==> src/rtl/core/nvqp_pkg.sv <==
// ----------------------------------------------------------------------------
// nvqp_pkg: shared types and constants of the NVMe I/O queue pair engine
// Item layouts, status codes, register indexes and ring geometry.
// ----------------------------------------------------------------------------
package nvqp_pkg;

	localparam int PAGE_BYTES = 4096;
	localparam int SQ_DEPTH   = 64;
	localparam int CQ_DEPTH   = 256;

	localparam int PAGE_LOG2 = $clog2(PAGE_BYTES);
	localparam int CALC_W    = 17;

	localparam logic [5:0] SQ_LAST = 6'(SQ_DEPTH - 1);
	localparam logic [7:0] CQ_LAST = 8'(CQ_DEPTH - 1);

	localparam int CFG_IDX_W  = 3;
	localparam int CFG_DATA_W = 32;

	typedef enum logic [CFG_IDX_W-1:0] {
		CFG_BLOCK_SIZE_LOG2     = 3'd0,
		CFG_MAX_TRANSFER_BLOCKS = 3'd1,
		CFG_NAMESPACE_ID        = 3'd2,
		CFG_SQ_LAST_INDEX       = 3'd3,
		CFG_CQ_LAST_INDEX       = 3'd4
	} cfg_idx_t;

	typedef enum logic [0:0] {
		OP_SUBMIT     = 1'b0,
		OP_COMPLETION = 1'b1
	} op_t;

	typedef enum logic [2:0] {
		STS_SUBMITTED  = 3'd0,
		STS_ZERO_COUNT = 3'd1,
		STS_QUEUE_FULL = 3'd2,
		STS_NOT_READY  = 3'd3,
		STS_DONE_OK    = 3'd4,
		STS_DONE_ERROR = 3'd5
	} status_t;

	localparam logic [31:0] OPC_WRITE = 32'd1;
	localparam logic [31:0] OPC_READ  = 32'd2;
	localparam logic [31:0] D12_LIMITED_RETRY = 32'h8000_0000;

	// input tdata, lowest field in the lowest bits
	typedef struct packed {
		logic        pad;
		logic [5:0]  cqe_sq_head;
		logic [15:0] cqe_status;
		logic [63:0] buffer_address;
		logic [15:0] block_count;
		logic [63:0] lba;
		logic        write;
	} in_item_t;

	// output tdata, lowest field in the lowest bits
	typedef struct packed {
		logic [3:0]  pad;
		logic [15:0] blocks_done;
		logic [7:0]  cq_doorbell;
		logic [5:0]  sq_doorbell;
		logic [5:0]  sq_slot;
		logic [63:0] cmd_data_pointer;
		logic [31:0] cmd_dword12;
		logic [63:0] cmd_lba;
		logic [31:0] cmd_nsid;
		logic [31:0] cmd_dword0;
	} out_item_t;

	localparam int IN_W  = $bits(in_item_t);
	localparam int OUT_W = $bits(out_item_t);

endpackage

==> src/rtl/core/nvme_io_queue_pair_engine.sv <==
// ----------------------------------------------------------------------------
// nvme_io_queue_pair_engine: host side of one NVMe I/O queue pair
// Builds read/write commands with tail doorbell, consumes completion entries.
// ----------------------------------------------------------------------------
// Result path: an accepted item enters the input register, then the result register.
// Throughput: one item per cycle unless the result stalls; pointers move as results load.
// A stalled result holds the result register, and the input register fills behind it.
// Reset: asynchronous, active low; tail, heads and pending count clear, phase sets,
// registers return to block size 512, max transfer 65535, nsid 1, full ring sizes.
module nvme_io_queue_pair_engine (
	input  logic                           clk,
	input  logic                           arst_n,
	input  logic                           cfg_we,
	input  logic [nvqp_pkg::CFG_IDX_W-1:0] cfg_index,
	input  logic [nvqp_pkg::CFG_DATA_W-1:0] cfg_data,
	input  logic                           s_axis_tvalid,
	output logic                           s_axis_tready,
	// write, lba, block_count, buffer_address, cqe_status, cqe_sq_head, pad
	input  logic [nvqp_pkg::IN_W-1:0]      s_axis_tdata,
	// operation
	input  logic                           s_axis_tuser,
	output logic                           m_axis_tvalid,
	input  logic                           m_axis_tready,
	// cmd_dword0, cmd_nsid, cmd_lba, cmd_dword12, cmd_data_pointer, sq_slot,
	// sq_doorbell, cq_doorbell, blocks_done, pad
	output logic [nvqp_pkg::OUT_W-1:0]     m_axis_tdata,
	// status
	output logic [2:0]                     m_axis_tuser
);

	logic [3:0]  block_size_log2_q;
	logic [15:0] max_transfer_blocks_q;
	logic [31:0] namespace_id_q;
	logic [5:0]  sq_last_index_q;
	logic [7:0]  cq_last_index_q;

	logic [5:0]  sq_tail_q;
	logic [5:0]  sq_head_q;
	logic [7:0]  cq_head_q;
	logic        cq_phase_q;
	logic [15:0] pending_count_q;

	logic                valid_s1;
	nvqp_pkg::in_item_t  item_s1;
	nvqp_pkg::op_t       op_s1;
	logic                out_valid_q;
	nvqp_pkg::out_item_t out_q;
	nvqp_pkg::status_t   out_status_q;

	logic adv;

	assign adv           = valid_s1 && (!out_valid_q || m_axis_tready);
	assign s_axis_tready = !valid_s1 || adv;

	always_ff @(posedge clk or negedge arst_n) begin
		if (!arst_n) begin
			block_size_log2_q     <= 4'd9;
			max_transfer_blocks_q <= 16'hFFFF;
			namespace_id_q        <= 32'd1;
			sq_last_index_q       <= 6'd63;
			cq_last_index_q       <= 8'd255;
		end else if (cfg_we) begin
			case (cfg_index)
				nvqp_pkg::CFG_BLOCK_SIZE_LOG2:     block_size_log2_q     <= cfg_data[3:0];
				nvqp_pkg::CFG_MAX_TRANSFER_BLOCKS: max_transfer_blocks_q <= cfg_data[15:0];
				nvqp_pkg::CFG_NAMESPACE_ID:        namespace_id_q        <= cfg_data;
				nvqp_pkg::CFG_SQ_LAST_INDEX:       sq_last_index_q       <= cfg_data[5:0];
				nvqp_pkg::CFG_CQ_LAST_INDEX:       cq_last_index_q       <= cfg_data[7:0];
				default: ;
			endcase
		end
	end

	always_ff @(posedge clk or negedge arst_n) begin
		if (!arst_n) begin
			valid_s1 <= 1'b0;
		end else if (s_axis_tready) begin
			valid_s1 <= s_axis_tvalid;
		end
	end

	always_ff @(posedge clk) begin
		if (s_axis_tready && s_axis_tvalid) begin
			item_s1 <= nvqp_pkg::in_item_t'(s_axis_tdata);
			op_s1   <= nvqp_pkg::op_t'(s_axis_tuser);
		end
	end

	// combinational step on the item in the input register
	logic [5:0]                sql;
	logic [7:0]                cql;
	logic [5:0]                next_tail;
	logic [7:0]                next_cq_head;
	logic [nvqp_pkg::CALC_W-1:0] per_page;
	logic [nvqp_pkg::CALC_W-1:0] used;
	logic [nvqp_pkg::CALC_W-1:0] room;
	logic [nvqp_pkg::CALC_W-1:0] cnt_a;
	logic [nvqp_pkg::CALC_W-1:0] cnt_b;
	logic [15:0]               cnt;
	nvqp_pkg::status_t         status_c;
	nvqp_pkg::out_item_t       out_c;
	logic                      take_cmd;
	logic                      take_cqe;

	always_comb begin
		sql = (sq_last_index_q > nvqp_pkg::SQ_LAST) ? nvqp_pkg::SQ_LAST : sq_last_index_q;
		cql = (cq_last_index_q > nvqp_pkg::CQ_LAST) ? nvqp_pkg::CQ_LAST : cq_last_index_q;
		next_tail    = (sq_tail_q >= sql) ? 6'd0 : sq_tail_q + 6'd1;
		next_cq_head = (cq_head_q >= cql) ? 8'd0 : cq_head_q + 8'd1;

		per_page = nvqp_pkg::CALC_W'(nvqp_pkg::PAGE_BYTES) >> block_size_log2_q;
		used     = nvqp_pkg::CALC_W'(item_s1.buffer_address[nvqp_pkg::PAGE_LOG2-1:0])
		           >> block_size_log2_q;
		room     = per_page - used;
		cnt_a    = nvqp_pkg::CALC_W'(item_s1.block_count);
		if (cnt_a > room) cnt_a = room;
		cnt_b    = nvqp_pkg::CALC_W'(max_transfer_blocks_q);
		if (cnt_a > cnt_b) cnt_a = cnt_b;
		cnt = cnt_a[15:0];

		out_c    = '0;
		take_cmd = 1'b0;
		take_cqe = 1'b0;
		if (op_s1 == nvqp_pkg::OP_SUBMIT) begin
			if (cnt == 16'd0) begin
				status_c = nvqp_pkg::STS_ZERO_COUNT;
			end else if (next_tail == sq_head_q) begin
				status_c = nvqp_pkg::STS_QUEUE_FULL;
			end else begin
				status_c                 = nvqp_pkg::STS_SUBMITTED;
				take_cmd                 = 1'b1;
				out_c.sq_slot            = sq_tail_q;
				out_c.cmd_dword0         = (item_s1.write ? nvqp_pkg::OPC_WRITE
				                                          : nvqp_pkg::OPC_READ)
				                           | {10'd0, sq_tail_q, 16'd0};
				out_c.cmd_nsid           = namespace_id_q;
				out_c.cmd_lba            = item_s1.lba;
				out_c.cmd_dword12        = nvqp_pkg::D12_LIMITED_RETRY | {16'd0, cnt - 16'd1};
				out_c.cmd_data_pointer   = item_s1.buffer_address;
				out_c.blocks_done        = cnt;
			end
		end else begin
			if (item_s1.cqe_status[0] != cq_phase_q) begin
				status_c = nvqp_pkg::STS_NOT_READY;
			end else begin
				take_cqe = 1'b1;
				if (item_s1.cqe_status[8:1] != 8'd0) begin
					status_c = nvqp_pkg::STS_DONE_ERROR;
				end else begin
					status_c          = nvqp_pkg::STS_DONE_OK;
					out_c.blocks_done = pending_count_q;
				end
			end
		end
		out_c.sq_doorbell = take_cmd ? next_tail : sq_tail_q;
		out_c.cq_doorbell = take_cqe ? next_cq_head : cq_head_q;
	end

	always_ff @(posedge clk or negedge arst_n) begin
		if (!arst_n) begin
			sq_tail_q       <= '0;
			sq_head_q       <= '0;
			cq_head_q       <= '0;
			cq_phase_q      <= 1'b1;
			pending_count_q <= '0;
		end else if (adv) begin
			if (take_cmd) begin
				sq_tail_q       <= next_tail;
				pending_count_q <= cnt;
			end
			if (take_cqe) begin
				cq_head_q <= next_cq_head;
				sq_head_q <= item_s1.cqe_sq_head;
				if (cq_head_q >= cql) cq_phase_q <= ~cq_phase_q;
			end
		end
	end

	always_ff @(posedge clk or negedge arst_n) begin
		if (!arst_n) begin
			out_valid_q <= 1'b0;
		end else if (adv) begin
			out_valid_q <= 1'b1;
		end else if (m_axis_tready) begin
			out_valid_q <= 1'b0;
		end
	end

	always_ff @(posedge clk) begin
		if (adv) begin
			out_q        <= out_c;
			out_status_q <= status_c;
		end
	end

	assign m_axis_tvalid = out_valid_q;
	assign m_axis_tdata  = out_q;
	assign m_axis_tuser  = out_status_q;

endmodule

==> config.mk <==
export PLATFORM = sky130hd
export DESIGN_NAME = nvme_io_queue_pair_engine
export DESIGN_NICKNAME = d
export VERILOG_FILES = /design/src/rtl/core/nvqp_pkg.sv /design/src/rtl/core/nvme_io_queue_pair_engine.sv
export SDC_FILE = /design/constraint.sdc
export NUM_CORES = 1
export LEC_CHECK = 0
export BUFFER_PORTS_ARGS = -buffer_cell sky130_fd_sc_hd__buf_2
export CORE_ASPECT_RATIO = 0.75
export CORE_UTILIZATION = 54
export CTS_BUF_LIST = sky130_fd_sc_hd__clkbuf_16
export DETAILED_ROUTE_END_ITERATION = 12
export PLACE_DENSITY = 0.8
export SLEW_MARGIN = 20
export SYNTH_ARGS = -nofsm -noshare
export SYNTH_HDL_FRONTEND = slang
export SYNTH_SLANG_ARGS = --single-unit
export TNS_END_PERCENT = 100
==> constraint.sdc <==
create_clock -name clk -period 10.5 [get_ports clk]
set_input_delay 1.575 -clock clk [delete_from_list [all_inputs] [get_ports clk]]
set_output_delay 1.575 -clock clk [all_outputs]
set_load 0.05 [all_outputs]
==> metrics.cfg, run 1 <==
[synthesis]
synth.area.top_cells=edfxtp_1 (54%), dfrtp_1 (8.5%), and2_1 (5.1%)
async_flop_share_pct=21.7
synth-edff-count=379
synth_top_family_by_area=simple AND/OR/NAND/NOR gates
synthTopCellsByCount=edfxtp_1 (379), and2_1 (171), nand2_1 (100)
synth_most_common_cell=edfxtp_1
synth_compound_area_share_pct=7.99
synth_flop_cell=edfxtp_1
syn_inst=1486
muxShareOfSynthArea_pct=4.22
synthAdderAreaFrac_pct=3.81
yosys.area_share.simple_pct=11.4
ys_warn_count=0
ys_seq_elements=484
avgSynthCellArea_um2=14.1
netlist_area_um2=20900
synth_xor_area_share_pct=1.01
ys_types=73
ys_seq_area_share_pct=67.3
post-synth-top-area-fraction_pct=54.5
synth_largest_area_cell=edfxtp_1

[sta]
finalCritPeriodShare_pct=93.3
slew_headroom_pct=32.8
max_freq_mhz=102
drv_slew=0
hold_viol=0
period_minus_slack_ns=9.80
skew_ns=0.0219
rsz0062_at_grt=no
worst_pin_slew_ns=1.01
setup_tns_ns=0
setup_viol=0

[pwr]
p_leak_nw=10.3
power_mw=6.41
ir_drop_mv=0.165
power.density_nw_per_um2=259

[worst_hold_path]
min_path_type=register to register
min_to=sq_head_q[3]$_DFFE_PN0P_
hp-start=item_s1[164]$_DFFE_PP_
whs_path_depth=2

[global_routing]
grt_overflow=0
grt_start_max_net_pins=95
antenna_found_initial=11
grt_use_total_pct=25.1
grt_pass1_vias=12800
grt_pass1_wl_um=74800

[clocking]
cts_buffer_depth=3
clock-sinks=484
post-cts-setup-buffer-count=0
cts_hold_buf=0
clock_tree.root_cell=clkbuf_16
cts_tree=done
ctsResizeCount=0
numCtsBuffers=45
insertion_delay_ns=0.58
cts.clk_slew.worst_paths_ns=0.06
h-tree-depth=2

[final_layout]
fill_cells=2695
drive_above_1_share_pct=32.5
syn_to_final_growth_pct=18.7
final-seq-area_um2=14100
finalNetCount=2188
multi_input_area_um2=6140

[route]
dr.pass1.iters=7
detail-route-antenna-nets=0
routed_wl_um=50600
vias=13300
vias_per_cell=5.42
drt_first_iter_violations=1106
drc=0
wl_per_cell_um=20.5

[critical_path]
crit_top_cell=ha_1
path_class=register to register
critical_path.max_fanout=82
required_ns=10.93
ff2ff_path_depth=32
reg2reg_from=block_size_log2_q[0]$_DFFE_PN1P_
critical_path.slowest_cell=dfstp_2
worst-path-buf-inv=4
arrival_ns=10.22
worst_path_dominant_cell_family=simple AND/OR/NAND/NOR gates
crit_path_max_incr_delay_ns=0.85
cp-start-kind=register
rrSetupSlack_ns=0.70
r2r-end=m_axis_tdata[177]$_SDFFCE_PP0P_
setup.worst_path.end_class=register

[floorplan]
coreArea_um2=37600
pin_count=478
die_width_um=229
initial_core_util_pct=55.6
rows=61
dieArea_um2=39500
fp.dieH_um=172

[place]
globalplace.congestion=0.899
dp_hpwl_um=36000
io_buffers=426

[run_status]
outcome=finished, final reports clean

[job]
maxCapViolCount=0

worst min-delay path: stages, from the launching register on:
cell      delay [ns]
edfxtp_1        0.32
nand2_1         0.05
nand2_1         0.05
power breakdown:
part / switching, mW / leakage, nW / total [mW] / internal, mW
Clock: 0.714 / 0.766 / 1.63 / 0.913
Combinational: 1.48 / 4.64 / 2.18 / 0.698
Sequential: 0.152 / 4.94 / 2.61 / 2.45
registers in the layout, indices dropped and copies added, names as in the netlist:
signal and flops:
m_axis_tdata 215, item_s1 160, namespace_id_q 32, max_transfer_blocks_q 16
pending_count_q 16, cq_head_q 8, cq_last_index_q 8, sq_head_q 6
sq_last_index_q 6, sq_tail_q 6, block_size_log2_q 4, m_axis_tuser 3
cq_phase_q 1, m_axis_tvalid 1, op_s1 1, valid_s1 1
layout by cell type, fill, tap and decap left out, types with 12 or more instances in the layout:
| master | n |
|---|---|
| a21o_1 | 22 |
| dfrtp_1 | 70 |
| and2_1 | 170 |
| o21ai_0 | 80 |
| buf_4 | 21 |
| nand4_1 | 12 |
| mux2_2 | 53 |
| xnor2_1 | 17 |
| buf_2 | 425 |
| or2_2 | 12 |
| nor3_1 | 19 |
| clkbuf_16 | 45 |
| conb_1 | 43 |
| nand2_1 | 100 |
| edfxtp_1 | 379 |
| nand2b_1 | 16 |
| nand3_1 | 17 |
| a21oi_1 | 33 |
| o31ai_1 | 18 |
| a21boi_0 | 14 |
| mux2i_1 | 12 |
| ha_1 | 62 |
| inv_1 | 53 |
| dfstp_2 | 34 |
| nor2_1 | 49 |
area by class of cell:
type                       count  area share [%]
tap                          504            2.54
timing repair buffer         447            9.29
clock buffer                  45            4.54
clock inverter                39            1.39
inverter                      46           0.747
antenna                        8          0.0807
multi-input combinational    892            24.7
sequential                   484            56.7
per-layer routing:
layer  GRT usage (%)  wire length (um)  part of all wire, %  up-vias
li1                -                 -                    -     6211
met1            32.4             20200                   40     6525
met4            6.84              1140                  2.3        4
met2            42.6             25300                   50      527
met3            6.04              3970                  7.9       81
met5               0                27                0.053        -
metrics by stage:
stage	cells	instance area, um^2	worst slack (ns)	utilization [%]	hold WS [ns]
3_3_place_gp	2373	23300	0.730	62.1	0.422
2_1_floorplan	1528	21000	2.30	-	0.415
3_5_place_dp	2373	23300	0.490	62.1	0.433
6_report	2465	24800	0.704	66.0	0.446
5_1_grt	2463	24800	0.0221	66.0	0.467
4_1_cts	2457	24800	0.440	66.0	0.451
worst max path at each step:
stage	startpoint	endpoint	slack (ns)	cells past startpoint
6_report	block_size_log2_q[0]$_DFFE_PN1P_	m_axis_tdata[177]$_SDFFCE_PP0P_	0.70	32
5_1_grt	block_size_log2_q[0]$_DFFE_PN1P_	m_axis_tdata[177]$_SDFFCE_PP0P_	0.02	34
4_1_cts	block_size_log2_q[1]$_DFFE_PN0P_	m_axis_tdata[177]$_SDFFCE_PP0P_	0.44	34
3_5_place_dp	block_size_log2_q[1]$_DFFE_PN0P_	m_axis_tdata[177]$_SDFFCE_PP0P_	0.49	34
3_3_place_gp	block_size_log2_q[1]$_DFFE_PN0P_	m_axis_tdata[71]$_SDFFCE_PP0P_	0.73	34
2_1_floorplan	block_size_log2_q[0]$_DFFE_PN1P_	m_axis_tdata[230]$_DFFE_PP_	2.30	36
cell families (layout without fill, tap and decap cells):
| kind of cell | Yosys count | after routing |
|---|---|---|
| compound gates | 250 | 250 |
| xor+xnor | 24 | 24 |
| fa+ha+maj | 63 | 63 |
| buf+inv | 152 | 577 |
| flops | 484 | 484 |
| mux | 74 | 74 |
| other cells | 1 | 51 |
| simple gates | 438 | 438 |
Note: power is estimated with default switching activity, not from simulation.
==> run 2, diff against run 1 <==
- clock period: 10.5 -> 9.3 ns (I/O delays scaled with it)
==> run 2 against run 1 <==
Against the previous run: routed wire length is 2.5% higher; global-route usage increased by 0.73 points; worst setup slack worse by 0.21 ns; final cell count increased by 1.2%; sequential share of layout area is 0.61 points lower; cell area up 1.1%; clock power increased by 12%; count of clock-buffer cells in the layout did not move; non-clock buffer count up 29; first-iteration DRC count grew 13%; combinational power rose by 20%; critical path type unchanged; critical endpoint is now m_axis_tdata[96]$_SDFFCE_PP0P_.
==> metrics.cfg, run 2 (same netlist as run 1, synthesis figures left out) <==
[floorplan]
initial_core_util_pct=55.6
rows=61
dieArea_um2=39500
coreArea_um2=37600
die_width_um=229
fp.dieH_um=172
pin_count=478

[clocking]
h-tree-depth=2
cts_hold_buf=0
cts.clk_slew.worst_paths_ns=0.06
cts_tree=done
numCtsBuffers=45
insertion_delay_ns=0.56
cts_buffer_depth=3
clock-sinks=484
clock_tree.root_cell=clkbuf_16

[critical_path]
setup.worst_path.end_class=register
critical_path.slowest_cell=dfstp_2
reg2reg_from=block_size_log2_q[0]$_DFFE_PN1P_
cp-start-kind=register
critical_path.max_fanout=48
startpoint=block_size_log2_q[0]$_DFFE_PN1P_
arrival_ns=9.11
crit_top_cell=ha_1
crit_path_max_incr_delay_ns=0.85
r2r-end=m_axis_tdata[96]$_SDFFCE_PP0P_
ff2ff_path_depth=32
rrSetupSlack_ns=0.49
required_ns=9.60
path_class=register to register
endpoint=m_axis_tdata[96]$_SDFFCE_PP0P_

[sta]
drv_slew=0
holdWs_ns=0.446
setup_viol=0
rsz0062_at_grt=no
worst_pin_slew_ns=1.09
setup_slack_ns=0.492
period_minus_slack_ns=8.81
hold_viol=0
skew_ns=0.0174
slew_headroom_pct=27.3
max_freq_mhz=114
setup_tns_ns=0
finalCritPeriodShare_pct=94.7

[pwr]
power_mw=7.39
switchingPower_mw=2.69
clockPowerShare_pct=24.8
ir_drop_mv=0.145
switching_share_pct=36.5
p_seq_share_pct=39.9
p_leak_nw=10.5
power_frac_comb_pct=35.4
power.density_nw_per_um2=295
p_int_mw=4.70

[route]
drt_first_iter_violations=1248
vias=13700
vias_per_cell=5.51
routed_wl_um=51800
wl_per_cell_um=20.8
drc=0
detail-route-antenna-nets=0
dr.pass1.iters=6

[global_routing]
grt_overflow=0
antenna_found_initial=9
grt_pass1_vias=13300
grt_pass1_wl_um=77600
grt_start_max_net_pins=111
grt_use_total_pct=25.8

[place]
io_buffers=426
globalplace.congestion=0.909
dp_hpwl_um=36900
post-place-ws_ns=0.271

[final_layout]
largest_register_ffs=215
drive_above_1_share_pct=33.8
final_common_cell=buf_2
fill_cells=2690
layout_common_cells=buf_2 (425), edfxtp_1 (379), and2_1 (170)
finalNetCount=2217
final_util_pct=66.8
syn_to_final_growth_pct=20.0

[worst_hold_path]
hp-start=item_s1[166]$_DFFE_PP_
min_path_type=register to register

[job]
maxCapViolCount=0

[run_status]
outcome=finished, final reports clean

==> run 2: changes by cell type in the layout (fill, tap and decap cells not counted), moves of 2 or more <==
cell,change
buf_4,+26
clkinv_1,-6
clkinvlp_4,+4
buf_12,+3
diode_2,+2
inv_6,-2
==> run 2: power groups by stage <==
stage	clock network (mW)	registers [mW]	logic (mW)
after floorplan	0	3.47	1.35
after global placement	0	2.96	2.50
after detailed placement	0	2.98	2.57
after CTS	1.86	2.94	2.59
after global routing	1.93	2.98	2.81
final	1.83	2.95	2.61
==> run 2: timing repair <==
action                     CTS  global route
setup buffers                0             2
hold endpoints to repair     0             0
setup endpoints to repair    0           229
resized for setup            0             3
==> run 2: how the worst min path moves through the flow <==
stage                               endpoint  slack, ns  cells after the start
global placement    sq_head_q[3]$_DFFE_PN0P_       0.43                      2
global route        sq_head_q[5]$_DFFE_PN0P_       0.47                      2
floorplan           sq_head_q[2]$_DFFE_PN0P_       0.41                      2
finish              sq_head_q[5]$_DFFE_PN0P_       0.45                      2
CTS                 sq_head_q[5]$_DFFE_PN0P_       0.45                      2
detailed placement  sq_head_q[4]$_DFFE_PN0P_       0.42                      2
==> run 2: layout make-up <==
type,instances,area (um^2),area share [%]
Sequential cell,484,14100,56.0
Multi-Input combinational cell,892,6140,24.5
Timing Repair Buffer,476,2560,10.2
Clock buffer,45,1130,4.49
Tap cell,504,631,2.52
Clock inverter,38,353,1.41
Inverter,46,183,0.729
Antenna cell,10,25.0,0.0998
==> run 2: worst max-delay path, delay by kind of cell, from the launching register on <==
family	cells	cell delay, ns
mux	1	0.59
flops	1	0.85
buf+inv	5	1.08
compound gates	12	2.78
simple gates	10	1.99
fa+ha+maj	4	1.24
==> run 2: through the flow <==
| stage | std cells | instance area, um^2 |
|---|---|---|
| 6_report | 2495 | 25100 |
| 5_1_grt | 2494 | 25100 |
| 4_1_cts | 2483 | 25000 |
| 3_5_place_dp | 2400 | 23500 |
| 3_3_place_gp | 2400 | 23500 |
| 2_1_floorplan | 1528 | 21000 |
==> run 2: routing by layer <==
layer | vias up | wire [um] | part of all wire [%] | global-route usage, %
met4 | 0 | 1520 | 2.9 | 8.49
li1 | 6269 | - | - | -
met5 | - | 0 | 0 | 0
met3 | 91 | 3810 | 7.3 | 4.93
met2 | 569 | 25900 | 50 | 43.8
met1 | 6818 | 20600 | 40 | 33.6
==> run 3, diff against run 2 <==
- BUFFER_PORTS_ARGS: -buffer_cell sky130_fd_sc_hd__buf_2 -> -buffer_cell sky130_fd_sc_hd__clkbuf_2
==> run 3 against run 2 <==
Against the previous run: non-clock buffer count decreased by 5; hold slack got worse by 0.0050 ns; routed wire length decreased by 2.5%; cell area decreased by 0.47%; maximum frequency decreased by 0.48%; clock skew increased by 0.0017 ns; worst setup slack got worse by 0.042 ns; count of clock-buffer cells in the layout unchanged; first-iteration DRC count decreased by 7.8%; flip-flop and latch count unchanged; critical path type unchanged.
==> metrics.cfg, run 3 (same netlist as run 1, synthesis figures left out) <==
[pwr]
ir_drop_mv=0.191
p_leak_nw=10.5
power.density_nw_per_um2=291

[floorplan]
rows=61
dieArea_um2=39500
pin_count=478
initial_core_util_pct=55.6
coreArea_um2=37600
die_width_um=229
fp.dieH_um=172

[clocking]
cts.clk_slew.worst_paths_ns=0.06
insertion_delay_ns=0.56
cts_buffer_depth=3
cts_tree=done
numCtsBuffers=45
h-tree-depth=2
clock-sinks=484
clock_tree.root_cell=clkbuf_16
cts_hold_buf=0

[place]
io_buffers=426
globalplace.congestion=0.913
dp_hpwl_um=36500

[sta]
holdWs_ns=0.440
drv_slew=0
setup_tns_ns=0
slew_headroom_pct=26.0
hold_viol=0
max_freq_mhz=113
period_minus_slack_ns=8.85
worst_pin_slew_ns=1.11
setup_viol=0
rsz0062_at_grt=no
skew_ns=0.0191
finalCritPeriodShare_pct=95.2

[critical_path]
worst_path_dominant_cell_family=simple AND/OR/NAND/NOR gates
crit_top_cell=ha_1
critical_path.slowest_cell=dfstp_4
setup.worst_path.end_class=register
worst-path-buf-inv=4
crit_path_max_incr_delay_ns=0.77
arrival_ns=9.16
critical_path.max_fanout=40
path_class=register to register
required_ns=9.61
ff2ff_path_depth=32
worst-path-stages=32
cp-start-kind=register

[route]
dr.pass1.iters=5
detail-route-antenna-nets=0
drc=0
routed_wl_um=50600
vias=13400
wl_per_cell_um=20.3
vias_per_cell=5.40
drt_first_iter_violations=1151

[global_routing]
grt_start_max_net_pins=143
antenna_found_initial=5
grt_pass1_vias=12900
grt_use_total_pct=24.9
grt_overflow=0
grt_pass1_wl_um=74700

[run_status]
outcome=finished, final reports clean

[final_layout]
finalNetCount=2212
drive_above_1_share_pct=33.2
layout_common_cells=clkbuf_2 (425), edfxtp_1 (379), and2_1 (170)
syn_to_final_growth_pct=19.4
final_common_cell=clkbuf_2
largest_register_ffs=215

[worst_hold_path]
min_path_type=register to register
whs_path_depth=2

[job]
maxCapViolCount=0

run 3: worst paths after layout:
path                                                   to  slack (ns)                              from
setup / recovery           m_axis_tdata[90]$_SDFFCE_PP0P_        0.45  block_size_log2_q[0]$_DFFE_PN1P_
hold / removal                   sq_head_q[4]$_DFFE_PN0P_        0.44            item_s1[165]$_DFFE_PP_
setup reg to reg           m_axis_tdata[90]$_SDFFCE_PP0P_        0.45  block_size_log2_q[0]$_DFFE_PN1P_
hold reg to reg                  sq_head_q[4]$_DFFE_PN0P_        0.44            item_s1[165]$_DFFE_PP_
max in group asynchronous  pending_count_q[8]$_DFFE_PN0P_        7.16                            arst_n
min in group asynchronous        cq_head_q[7]$_DFFE_PN0P_        0.86                            arst_n
run 3: layout make-up:
type / instances / area (um^2)
flip-flops and latches: 484 / 14100
fillers: 2715 / 12600
multi-input cells: 892 / 6140
repair buffers: 471 / 2550
clock buffers: 45 / 1130
well taps: 504 / 631
clock inverters: 38 / 259
inverters: 46 / 185
diodes: 5 / 12.5
run 3: per-layer routing:
layer	share of wire [%]	vias up	global-route usage [%]
met1	40	6576	32.4
li1	-	6251	-
met5	0	-	0
met3	7.6	77	5.56
met2	50	515	42.1
met4	2.3	0	7.13
run 3: tightest hold or removal path, cell delays in order, from the launching register on:
cell	delay [ns]
edfxtp_1	0.32
nand2_1	0.05
nand2_1	0.04
run 3: stage by stage:
step | total power, mW | util, % | cells | setup slack, ns | area [um^2]
final | 7.27 | 66.5 | 2485 | 0.450 | 25000
after global routing | 7.60 | 66.4 | 2484 | 0.0488 | 25000
after CTS | 7.27 | 66.4 | 2478 | 0.0639 | 24900
after detailed placement | 5.53 | 62.7 | 2395 | 0.0987 | 23500
after global placement | 5.45 | 62.7 | 2395 | 0.333 | 23500
after floorplan | 4.82 | - | 1528 | 1.10 | 21000
run 3: timing repair:
action | CTS | global route
endpoints found under the hold margin | 0 | 0
gates resized for setup | 0 | 4
setup buffers | 0 | 2
endpoints found under the setup margin | 0 | 229
run 3: power breakdown:
group	internal (mW)	total, mW	switching (mW)
sequential	2.77	2.95	0.179
combinational	0.880	2.58	1.70
clock	0.943	1.73	0.790
total	4.60	7.27	2.67
